[config.mk]
export PLATFORM = sky130hd
export DESIGN_NAME = health_hysteresis_supervisor_top
export DESIGN_NICKNAME = d
export VERILOG_FILES = /design/src/sv/hhs_pkg.sv /design/src/sv/hhs_cfg_regs.sv /design/src/sv/hhs_eval.sv /design/src/sv/health_hysteresis_supervisor_top.sv
export SDC_FILE = /design/constraint.sdc
export NUM_CORES = 1
export LEC_CHECK = 0
export ABC_AREA = 1
export BUFFER_PORTS_ARGS = -buffer_cell sky130_fd_sc_hd__buf_2
export CORE_AREA = 2 2 132 134
export DETAILED_ROUTE_END_ITERATION = 12
export DIE_AREA = 0 0 134 136
export PLACE_DENSITY = 0.66
export SETUP_SLACK_MARGIN = 0.15
export SLEW_MARGIN = 15
export SYNTH_ARGS = -nofsm -noshare
export SYNTH_HDL_FRONTEND = slang
export SYNTH_SLANG_ARGS = --single-unit
[constraint.sdc]
create_clock -name clk -period 6.96 [get_ports clk]
set_clock_uncertainty 0.05 [all_clocks]
set_input_delay 0.348 -clock clk [delete_from_list [all_inputs] [get_ports clk]]
set_output_delay 0.348 -clock clk [all_outputs]
set_load 0.05 [all_outputs]
[src/sv/hhs_pkg.sv]
`timescale 1ns / 1ps

package hhs_pkg;

  localparam int unsigned LEVEL_W   = 10;
  localparam int unsigned RISK_W    = 11;
  localparam int unsigned AGE_W     = 16;
  localparam int unsigned CFG_IDX_W = 3;
  localparam int unsigned IN_DATA_W = 48;
  localparam int unsigned OUT_DATA_W = 16;

  localparam logic [LEVEL_W-1:0] HOLD_MAX   = 10'd1023;
  localparam logic [LEVEL_W-1:0] INDEX_FULL = 10'd1000;

  typedef enum logic [1:0] {
    LVL_SAFE   = 2'd0,
    LVL_WARN   = 2'd1,
    LVL_DANGER = 2'd2,
    LVL_FAULT  = 2'd3
  } level_t;

  typedef enum logic [2:0] {
    RSN_NONE     = 3'd0,
    RSN_STARTUP  = 3'd1,
    RSN_SENSOR   = 3'd2,
    RSN_OVERTEMP = 3'd3,
    RSN_UNDERVOLT = 3'd4,
    RSN_DATA_LOST = 3'd5
  } reason_t;

  typedef enum logic [CFG_IDX_W-1:0] {
    CFG_SAFE_TO_WARN_LEVEL    = 3'd0,
    CFG_WARN_TO_DANGER_LEVEL  = 3'd1,
    CFG_WARN_TO_SAFE_LEVEL    = 3'd2,
    CFG_DANGER_TO_WARN_LEVEL  = 3'd3,
    CFG_SAFE_TO_WARN_FRAMES   = 3'd4,
    CFG_WARN_TO_DANGER_FRAMES = 3'd5,
    CFG_WARN_TO_SAFE_FRAMES   = 3'd6,
    CFG_DANGER_TO_WARN_FRAMES = 3'd7
  } cfg_idx_t;

  typedef struct packed {
    logic [LEVEL_W-1:0] safe_to_warn_level;
    logic [LEVEL_W-1:0] warn_to_danger_level;
    logic [LEVEL_W-1:0] warn_to_safe_level;
    logic [LEVEL_W-1:0] danger_to_warn_level;
    logic [LEVEL_W-1:0] safe_to_warn_frames;
    logic [LEVEL_W-1:0] warn_to_danger_frames;
    logic [LEVEL_W-1:0] warn_to_safe_frames;
    logic [LEVEL_W-1:0] danger_to_warn_frames;
  } cfg_t;

  typedef struct packed {
    logic              startup_timed_out;
    logic [AGE_W-1:0]  data_age_ticks;
    logic              undervolt_flag;
    logic              overtemp_flag;
    logic              sensor_fault_flag;
    logic [RISK_W-1:0] drop_risk_tenths;
    logic [RISK_W-1:0] temp_risk_tenths;
  } item_t;

  typedef struct packed {
    logic [LEVEL_W-1:0] health_index;
    logic               alarm_changed;
    reason_t            fault_reason;
    level_t             alert_level;
  } result_t;

endpackage

[src/sv/hhs_cfg_regs.sv]
`timescale 1ns / 1ps

module hhs_cfg_regs (
  input  logic                           clk,
  input  logic                           rst_n,
  input  logic                           cfg_valid,
  output logic                           cfg_ready,
  input  logic [hhs_pkg::CFG_IDX_W-1:0]  cfg_index,
  input  logic [hhs_pkg::LEVEL_W-1:0]    cfg_data,
  output hhs_pkg::cfg_t                  cfg
);

  hhs_pkg::cfg_t cfg_r;

  assign cfg_ready = 1'b1;
  assign cfg      = cfg_r;

  always_ff @(posedge clk) begin
    if (!rst_n) begin
      cfg_r.safe_to_warn_level    <= 10'd800;
      cfg_r.warn_to_danger_level  <= 10'd400;
      cfg_r.warn_to_safe_level    <= 10'd840;
      cfg_r.danger_to_warn_level  <= 10'd450;
      cfg_r.safe_to_warn_frames   <= 10'd10;
      cfg_r.warn_to_danger_frames <= 10'd5;
      cfg_r.warn_to_safe_frames   <= 10'd50;
      cfg_r.danger_to_warn_frames <= 10'd25;
    end else if (cfg_valid) begin
      case (hhs_pkg::cfg_idx_t'(cfg_index))
        hhs_pkg::CFG_SAFE_TO_WARN_LEVEL:    cfg_r.safe_to_warn_level    <= cfg_data;
        hhs_pkg::CFG_WARN_TO_DANGER_LEVEL:  cfg_r.warn_to_danger_level  <= cfg_data;
        hhs_pkg::CFG_WARN_TO_SAFE_LEVEL:    cfg_r.warn_to_safe_level    <= cfg_data;
        hhs_pkg::CFG_DANGER_TO_WARN_LEVEL:  cfg_r.danger_to_warn_level  <= cfg_data;
        hhs_pkg::CFG_SAFE_TO_WARN_FRAMES:   cfg_r.safe_to_warn_frames   <= cfg_data;
        hhs_pkg::CFG_WARN_TO_DANGER_FRAMES: cfg_r.warn_to_danger_frames <= cfg_data;
        hhs_pkg::CFG_WARN_TO_SAFE_FRAMES:   cfg_r.warn_to_safe_frames   <= cfg_data;
        hhs_pkg::CFG_DANGER_TO_WARN_FRAMES: cfg_r.danger_to_warn_frames <= cfg_data;
        default: ;
      endcase
    end
  end

endmodule

[src/sv/hhs_eval.sv]
`timescale 1ns / 1ps

module hhs_eval #(
  parameter int unsigned STALE_LIMIT_TICKS = 100
) (
  input  logic             clk,
  input  logic             rst_n,
  input  logic             step,
  input  hhs_pkg::item_t   item,
  input  hhs_pkg::cfg_t    cfg,
  output hhs_pkg::result_t res
);

  localparam logic [hhs_pkg::AGE_W-1:0] STALE_LIMIT = hhs_pkg::AGE_W'(STALE_LIMIT_TICKS);

  hhs_pkg::level_t               level_r, level_nxt;
  hhs_pkg::level_t               pending_r, pending_nxt;
  logic [hhs_pkg::LEVEL_W-1:0]   hold_r, hold_nxt;
  logic                          first_r, first_nxt;
  logic                          locked_r, locked_nxt;
  hhs_pkg::reason_t              reason_r, reason_nxt;
  hhs_pkg::level_t               published_r, published_nxt;

  logic signed [hhs_pkg::RISK_W:0] sum;
  logic [hhs_pkg::LEVEL_W-1:0]     sum_clamped;
  logic [hhs_pkg::LEVEL_W-1:0]     hi;
  logic                            rule_hit;
  hhs_pkg::level_t                 rule_target;
  logic [hhs_pkg::LEVEL_W-1:0]     rule_frames;
  logic [hhs_pkg::LEVEL_W-1:0]     hold_step;
  hhs_pkg::level_t                 alarm;
  logic                            changed;

  always_comb begin
    sum = $signed({item.temp_risk_tenths[hhs_pkg::RISK_W-1], item.temp_risk_tenths})
        + $signed({item.drop_risk_tenths[hhs_pkg::RISK_W-1], item.drop_risk_tenths});
    if (sum[hhs_pkg::RISK_W]) begin
      sum_clamped = '0;
    end else if (sum > $signed({2'b00, hhs_pkg::INDEX_FULL})) begin
      sum_clamped = hhs_pkg::INDEX_FULL;
    end else begin
      sum_clamped = sum[hhs_pkg::LEVEL_W-1:0];
    end
    hi = hhs_pkg::INDEX_FULL - sum_clamped;

    level_nxt     = level_r;
    pending_nxt   = pending_r;
    hold_nxt      = hold_r;
    first_nxt     = 1'b0;
    locked_nxt    = locked_r;
    reason_nxt    = reason_r;
    published_nxt = published_r;
    rule_hit      = 1'b0;
    rule_target   = hhs_pkg::LVL_SAFE;
    rule_frames   = '0;
    hold_step     = '0;
    changed       = 1'b0;

    if (first_r) begin
      if (hi < cfg.warn_to_danger_level) begin
        level_nxt = hhs_pkg::LVL_DANGER;
      end else if (hi < cfg.safe_to_warn_level) begin
        level_nxt = hhs_pkg::LVL_WARN;
      end else begin
        level_nxt = hhs_pkg::LVL_SAFE;
      end
      if (item.startup_timed_out && !locked_r) begin
        locked_nxt = 1'b1;
        reason_nxt = hhs_pkg::RSN_STARTUP;
      end
      alarm         = locked_nxt ? hhs_pkg::LVL_FAULT : level_nxt;
      published_nxt = level_nxt;
      hold_nxt      = '0;
      pending_nxt   = level_nxt;
    end else begin
      case (level_r)
        hhs_pkg::LVL_SAFE: begin
          rule_hit    = hi < cfg.safe_to_warn_level;
          rule_target = hhs_pkg::LVL_WARN;
          rule_frames = cfg.safe_to_warn_frames;
        end
        hhs_pkg::LVL_WARN: begin
          if (hi < cfg.warn_to_danger_level) begin
            rule_hit    = 1'b1;
            rule_target = hhs_pkg::LVL_DANGER;
            rule_frames = cfg.warn_to_danger_frames;
          end else begin
            rule_hit    = hi > cfg.warn_to_safe_level;
            rule_target = hhs_pkg::LVL_SAFE;
            rule_frames = cfg.warn_to_safe_frames;
          end
        end
        hhs_pkg::LVL_DANGER: begin
          rule_hit    = hi > cfg.danger_to_warn_level;
          rule_target = hhs_pkg::LVL_WARN;
          rule_frames = cfg.danger_to_warn_frames;
        end
        default: rule_hit = 1'b0;
      endcase

      if (rule_hit) begin
        if (pending_r == rule_target) begin
          hold_step = (hold_r == hhs_pkg::HOLD_MAX) ? hold_r : hold_r + 10'd1;
        end else begin
          hold_step = 10'd1;
        end
        pending_nxt = rule_target;
        if (hold_step >= rule_frames) begin
          level_nxt = rule_target;
          hold_nxt  = '0;
        end else begin
          hold_nxt = hold_step;
        end
      end else begin
        hold_nxt    = '0;
        pending_nxt = level_r;
      end

      if (!locked_r) begin
        if (item.sensor_fault_flag) begin
          locked_nxt = 1'b1;
          reason_nxt = hhs_pkg::RSN_SENSOR;
        end else if (item.overtemp_flag) begin
          locked_nxt = 1'b1;
          reason_nxt = hhs_pkg::RSN_OVERTEMP;
        end else if (item.undervolt_flag) begin
          locked_nxt = 1'b1;
          reason_nxt = hhs_pkg::RSN_UNDERVOLT;
        end else if (item.data_age_ticks > STALE_LIMIT) begin
          locked_nxt = 1'b1;
          reason_nxt = hhs_pkg::RSN_DATA_LOST;
        end
      end

      alarm = locked_nxt ? hhs_pkg::LVL_FAULT : level_nxt;
      if (alarm != published_r) begin
        changed       = 1'b1;
        published_nxt = alarm;
      end
    end

    res.alert_level   = alarm;
    res.fault_reason  = reason_nxt;
    res.alarm_changed = changed;
    res.health_index  = hi;
  end

  always_ff @(posedge clk) begin
    if (!rst_n) begin
      level_r     <= hhs_pkg::LVL_SAFE;
      pending_r   <= hhs_pkg::LVL_SAFE;
      hold_r      <= '0;
      first_r     <= 1'b1;
      locked_r    <= 1'b0;
      reason_r    <= hhs_pkg::RSN_NONE;
      published_r <= hhs_pkg::LVL_SAFE;
    end else if (step) begin
      level_r     <= level_nxt;
      pending_r   <= pending_nxt;
      hold_r      <= hold_nxt;
      first_r     <= first_nxt;
      locked_r    <= locked_nxt;
      reason_r    <= reason_nxt;
      published_r <= published_nxt;
    end
  end

endmodule

[src/sv/health_hysteresis_supervisor_top.sv]
`timescale 1ns / 1ps

// Health supervisor with hysteresis: each input item is one monitoring frame and gives
// exactly one result item. An item is captured in an input register, evaluated
// combinationally against the hysteresis state and the fault latch, and written to an
// output register, so the block takes one item per clock; it stalls only while the
// output register holds a result that has not been taken.
// Configuration writes are always accepted and should be made while no item is in flight.
module health_hysteresis_supervisor_top #(
  parameter int unsigned STALE_LIMIT_TICKS = 100
) (
  input  logic                            clk,
  input  logic                            rst_n,
  // s_axis: [10:0] temp_risk_tenths, [21:11] drop_risk_tenths, [22] sensor_fault_flag,
  // [23] overtemp_flag, [24] undervolt_flag, [40:25] data_age_ticks,
  // [41] startup_timed_out, [47:42] zero
  input  logic                            in_tvalid,
  output logic                            in_tready,
  input  logic [hhs_pkg::IN_DATA_W-1:0]   in_tdata,
  // m_axis: [1:0] alert_level, [4:2] fault_reason, [5] alarm_changed, [15:6] health_index
  output logic                            out_tvalid,
  input  logic                            out_tready,
  output logic [hhs_pkg::OUT_DATA_W-1:0]  out_tdata,
  input  logic                            cfg_valid,
  output logic                            cfg_ready,
  input  logic [hhs_pkg::CFG_IDX_W-1:0]   cfg_index,
  input  logic [hhs_pkg::LEVEL_W-1:0]     cfg_data
);

  hhs_pkg::cfg_t    cfg;
  hhs_pkg::item_t   item_r;
  hhs_pkg::result_t res;
  hhs_pkg::result_t res_r;
  logic             item_valid_r;
  logic             out_valid_r;
  logic             out_free;
  logic             step;

  assign out_free  = !out_valid_r || out_tready;
  assign step      = item_valid_r && out_free;
  assign in_tready = !item_valid_r || out_free;

  hhs_cfg_regs u_cfg (
    .clk       (clk),
    .rst_n     (rst_n),
    .cfg_valid (cfg_valid),
    .cfg_ready (cfg_ready),
    .cfg_index (cfg_index),
    .cfg_data  (cfg_data),
    .cfg       (cfg)
  );

  hhs_eval #(
    .STALE_LIMIT_TICKS (STALE_LIMIT_TICKS)
  ) u_eval (
    .clk   (clk),
    .rst_n (rst_n),
    .step  (step),
    .item  (item_r),
    .cfg   (cfg),
    .res   (res)
  );

  always_ff @(posedge clk) begin
    if (!rst_n) begin
      item_valid_r <= 1'b0;
    end else if (in_tready) begin
      item_valid_r <= in_tvalid;
    end
  end

  always_ff @(posedge clk) begin
    if (in_tready && in_tvalid) begin
      item_r <= hhs_pkg::item_t'(in_tdata[$bits(hhs_pkg::item_t)-1:0]);
    end
  end

  always_ff @(posedge clk) begin
    if (!rst_n) begin
      out_valid_r <= 1'b0;
    end else if (out_free) begin
      out_valid_r <= item_valid_r;
    end
  end

  always_ff @(posedge clk) begin
    if (step) begin
      res_r <= res;
    end
  end

  assign out_tvalid = out_valid_r;
  assign out_tdata  = res_r;

`ifndef NO_ASSERTIONS
  a_fault_has_reason: assert property (@(posedge clk) disable iff (!rst_n)
    out_tvalid && (out_tdata[1:0] == hhs_pkg::LVL_FAULT) |-> (out_tdata[4:2] != hhs_pkg::RSN_NONE))
    else $error("hard fault alarm without a latched reason");

  a_reason_forces_fault: assert property (@(posedge clk) disable iff (!rst_n)
    out_tvalid && (out_tdata[4:2] != hhs_pkg::RSN_NONE) |-> (out_tdata[1:0] == hhs_pkg::LVL_FAULT))
    else $error("latched reason without hard fault alarm");

  a_index_range: assert property (@(posedge clk) disable iff (!rst_n)
    out_tvalid |-> (out_tdata[15:6] <= hhs_pkg::INDEX_FULL))
    else $error("health index above full scale");

  a_stall_holds_result: assert property (@(posedge clk) disable iff (!rst_n)
    out_tvalid && !out_tready |=> out_tvalid && $stable(out_tdata))
    else $error("stalled result item changed");
`endif

endmodule
# Yosys cells after proc, flatten, opt, wreduce, memory -nomap -nowiden
# Index checks and enable logic that the tools add are counted.
# op_classes
n_eq_ne	12
n_reduce_logical	21
magnitude_cmp	7
n_addsub	3
n_mux	48
# op_table
op	n
two-way mux 10 bit	11
case mux 10 bit (3 select lines)	1
two-way mux 2 bit	14
two-way mux 3 bit	7
> comparator 10 bit	2
less-than comparator 10 bit	2
AND reduction 2 bit	9
> comparator 16 x 7 -> 1 bit, second input constant	1
two-way mux 1 bit	13
adder 11 x 11 -> 12 bit	1
== test 3 bit, second input constant	4
> comparator 12 x 11 -> 1 bit, second input constant	1
adder 10 x 1 -> 10 bit, second input constant	1
== test 10 bit, second input constant	1
greater-or-equal comparator 10 bit	1
subtractor 10 bit, first input constant	1
== test 3 x 2 -> 1 bit, second input constant	2
case mux 2 bit (2 select lines)	1
== test 3 x 1 -> 1 bit, second input constant	1
logical AND 1 bit	3
zero test 1 bit	3
zero test 3 bit	1
case mux 1 bit (3 select lines)	1
== test 2 x 1 -> 1 bit, second input constant	1
7 further kinds	8
# totals
word_cells	119
ff_bits	161
in_bits	66

# Depth between registers and ports, before layout
# logic_depth
depth_word	21
mapped_depth	47

# Cells and area by module
# From an unflattened synthesis, not the netlist that was laid out.
# hier_totals
cells_unflattened	1129
hier_area_um2	8778.4
# by_module_without_submodules
module	seq_area_each_um2	area_each_um2	n_inst	cells_per_inst
hhs_eval	420.4	3829.9	1	620
hhs_cfg_regs	1601.5	3111.7	1	438
health_hysteresis_supervisor_top	1781.7	1836.8	1	71

# Worst setup path after synthesis
# OpenSTA, ideal clock, no wires.
# synth_timing
path_kind	reg2reg
start	register item_r[0] (netlist name)
end	register u_eval.published_r[0]
stages_incl_launch_ff	45
required_time_ns	6.793
setup_slack_ns	1.015
n_path_buf	1
synth_period_minus_slack_ns	5.945
t_arrival_ns	5.778
path_cell_list	edfxtp_1 > ha_1 > inv_1 > fa_1 > inv_1 > nand3_1 > nand2_2 > nand2_1 > nand2_1 > nand3_1 > nand2_1 > nand2_1 > nand2_1 > nand2_1 > nor2_1 > nand3_1 > nand2_1 > nor2_1 > [9 not listed] > clkbuf_1 > o21ai_0 > o211ai_1 > inv_1 > ha_1 > nand2_1 > nor4_1 > nand3_1 > nand3_1 > nand4_1 > o21ai_0 > nand2_2 > nand3_1 > nand2_1 > nand2_1 > nand3_2 > a21oi_1 > nor2_1
# synth_rtl
element	line_no	rtl
start: declaration	health_hysteresis_supervisor_top.sv:31	hhs_pkg::item_t item_r;
start signal: assignment	health_hysteresis_supervisor_top.sv:74	item_r <= hhs_pkg::item_t'(in_tdata[$bits(hhs_pkg::item_t)-1:0]);
end signal: assignment	hhs_eval.sv:156	published_r <= hhs_pkg::LVL_SAFE;
end signal: assignment	hhs_eval.sv:164	published_r <= published_nxt;
end: declaration	hhs_eval.sv:22	hhs_pkg::level_t published_r, published_nxt;

==> qor.log <==
qor: layout.mostFrequentLayoutCells sky130_fd_sc_hd__nand2_1, sky130_fd_sc_hd__nor2_1, sky130_fd_sc_hd__inv_1, sky130_fd_sc_hd__dfxtp_1, sky130_fd_sc_hd__o21ai_0
qor: setup_path.worst-endpoint-required 7.23 ns
qor: timing.endpoints_failing_hold 0
qor: synth.yosysUniqueCellTypes 56
qor: layout.most_common_library_cell_in_the_layout_ignoring_fill_and_taps sky130_fd_sc_hd__nand2_1
qor: placed_design.detailed_place_hpwl 13180 um
qor: timing.grt_setup_unrepaired no
qor: route.detail_route_antenna_nets 0
qor: synth.seq_area_frac_synth 0.4548
qor: timing.fin_setup_tns 0 ns
qor: global_route.grt_first_pass_wirelength 30290 um
qor: synth.postSynthAreaPerCell 8.207 um2
qor: layout.final_area 9736 um2
qor: global_route.grt_overflow_total 0
qor: synth.yosys.area.top_type sky130_fd_sc_hd__dfxtp_1
qor: route.drc_errors 0
qor: layout.fin_nets 1226
qor: clock_network.cts_tree built
qor: placed_design.port_buffer_count 77
qor: timing.timing.fmax 160.7 MHz
qor: die.die_h 136 um
qor: clock_network.cts-root-to-sink-buffers 2
qor: synth.synthCells 1019
qor: synth.post_synth_edffs 58
qor: setup_path.cpMostUsedCell sky130_fd_sc_hd__nand2_1
qor: route.finalWirelength 18920 um
qor: setup_path.path_class reg2reg
qor: global_route.grt_antenna_before_repair 1
qor: clock_network.clock-sinks 161
qor: pwr.vdd.ir_drop.worst 0.0001867 V
qor: timing.final.setup.worst_slack 0.7356 ns
qor: layout.fraction_of_final_layout_cells_sized_beyond_drive_strength_1 0.1656
qor: timing.tightest_slew 1.029 ns
qor: die.die-width 134 um
qor: clock_network.worst_skew_pair_latency 0.43 ns
qor: pwr.p_per_area 269.8 nW/um2
qor: placed_design.dp_area 8992 um2
qor: timing.period_share 0.8943
qor: synth.ys_ff_latch 161
qor: synth.synth_top_family_by_area simple AND/OR/NAND/NOR gates
qor: setup_path.worst_path_max_delay_cell sky130_fd_sc_hd__fa_1
qor: global_route.grt_max_degree 91
qor: synth.post_synth_fa_ha_maj_area_fraction 0.09366
qor: setup_path.timing.critical_path.arrival 6.50 ns
qor: setup_path.timing.critical_path.from_type register
qor: synth.synth_xor_area_frac 0.01152
qor: route.first_pass_iters 5
qor: synth.synth_top_area_frac 0.2466
qor: synth.synth_compound_area_frac 0.1605
qor: synth.yosysWarningCount 0
qor: clock_network.holdBufCountCts 0
qor: synth.synth_area 8363 um2
qor: route.vias 6890
qor: synth.syn-num-nets 1147
qor: synth.post_synth_and_or_nand_nor_area_fraction 0.2053
qor: die.fp.coreArea 16880 um2
qor: die.io-pin-count 85
qor: setup_path.critical_path.endpoint_type register
qor: synth.portion_of_netlist_area_occupied_by_mux_cells 0
qor: layout.syn2layout_area_growth 16.41%
qor: clock_network.cts.root.buffer_cell sky130_fd_sc_hd__clkbuf_16
qor: timing.setup_viol 0
qor: route.via_per_inst 5.157
qor: synth.async_reset_ff_frac 0
qor: timing.slew_headroom 0.3135
qor: layout.n_antenna_cell 0
qor: route.drt-initial-drc-count 455
qor: timing.max_slew_violation_total_from_the_final_report 0
qor: synth.ys.flop_type sky130_fd_sc_hd__dfxtp_1
qor: placed_design.gp_congestion 0.8334
qor: clock_network.cts_inserted_buffers 17
qor: job.max_cap_viol_count 0
qor: global_route.grtUsageTotal 0.2124
qor: setup_path.path_max_fanout 10
qor: clock_network.clk_transition_reported_paths 0.06 ns
qor: setup_path.slowest_delay 0.37 ns
qor: pwr.p_leak 0.004290 uW
qor: die.floorplan.die_area 18220 um2
qor: min_path.class_of_the_tightest_hold_or_removal_check in2reg
qor: route.wire_per_inst 14.16 um
qor: placed_design.dpl_worst_slack 0.1973 ns
qor: die.fp-row-count 48
qor: clock_network.h-tree-depth 4
qor: outcome.outcome completed
qor: timing.finalWorstPathRequiredPeriod 6.224 ns
qor: synth.synth.top_cells.by_area sky130_fd_sc_hd__dfxtp_1, sky130_fd_sc_hd__edfxtp_1, sky130_fd_sc_hd__ha_1
qor: die.floorplan.initialDensity 0.4956
qor: global_route.vias_in_the_first_global_route 6182
==> cell usage after synthesis (all sizes together) (8+ instances only) <==
cell	count
nor3	15
edfxtp	58
nand2	176
nand3	43
inv	121
a21oi	68
o211ai	20
o21ai	94
a22oi	9
ha	61
buf	8
nor2	147
clkbuf	26
dfxtp	103
a31oi	9
nand4	10
==> kinds of logic (layout without fill, tap and decap cells) <==
kind of cell	Yosys count	count (layout)
AND/OR/NAND/NOR	399	399
AO/OA/AOI/OAI	225	225
flip-flops	161	161
buffers and inverters	160	252
adder cells (fa/ha/maj)	62	62
XOR/XNOR	11	11
other	1	1
==> stage by stage <==
stage               power, uW  hold WS, ns  cells  utilization
floorplan                1497       0.3736   1019            -
global placement         1660       0.3848   1301       0.5328
detailed placement       1668       0.3900   1301       0.5328
CTS                      2611      0.02636   1333       0.5681
global route             2764      0.02721   1336       0.5769
finish                   2627      0.04253   1336       0.5769
==> timing repair <==
action	4_1_cts	5_1_grt
setup endpoints to repair	0	17
resized for setup	0	27
buffers inserted	0	3
endpoints found under the hold margin	0	0
==> power by group <==
| group | internal (uW) | total (uW) | switching (uW) |
|---|---|---|---|
| Sequential | 1030 | 1050 | 18.7 |
| Combinational | 227 | 636 | 409 |
| Clock | 562 | 942 | 380 |
==> layout make-up <==
class                      count  area [um2]
clock buffer                  18       429.2
fill                        1529        7141
sequential                   161        3804
timing repair buffer          94       516.7
tap                          225       281.5
inverter                     126       474.2
multi-input combinational    698        4065
clock inverter                14       165.2
==> worst max-delay path: cells and delay by family, from the launching register on <==
family	cells	cell delay (ns)
DFF	1	0.35
and+or+nand+nor	30	2.97
xor gates and xnor gates	1	0.15
adders and majority gates	4	1.17
buffers and inverters	4	0.40
AOI/OAI and AO/OA	6	1.02
==> path summary, 6_finish.rpt <==
path                                   endpoint                       start  slack [ns]  cells after the start
max reg2reg  u_eval.published_r[1]$_SDFFE_PN0P_        item_r[11]$_DFFE_PP_        0.74                     45
min reg2reg          u_cfg.cfg[11]$_SDFFE_PN1P_  u_cfg.cfg[11]$_SDFFE_PN1P_        0.40                      2
max          u_eval.published_r[1]$_SDFFE_PN0P_        item_r[11]$_DFFE_PP_        0.74                     45
min                        item_r[15]$_DFFE_PP_                in_tdata[15]        0.04                      1
==> metal layers <==
layer | track usage | vias to the layer above | wire length, um
li1 | - | 3591 | -
met1 | 0.2833 | 3131 | 8801
met2 | 0.3402 | 144 | 8745
met3 | 0.04623 | 24 | 909
met4 | 0.07861 | 0 | 460
met5 | 0 | - | 0
==> registers in the layout (all words and copies together), names as in the netlist <==
register / count
u_cfg.cfg: 80
item_r: 42
out_tdata: 16
u_eval.hold_r: 10
u_eval.reason_r: 3
u_eval.level_r: 2
u_eval.pending_r: 2
u_eval.published_r: 2
item_valid_r: 1
out_tvalid: 1
u_eval.first_r: 1
u_eval.locked_r: 1
(Power assumes the default switching activity.)
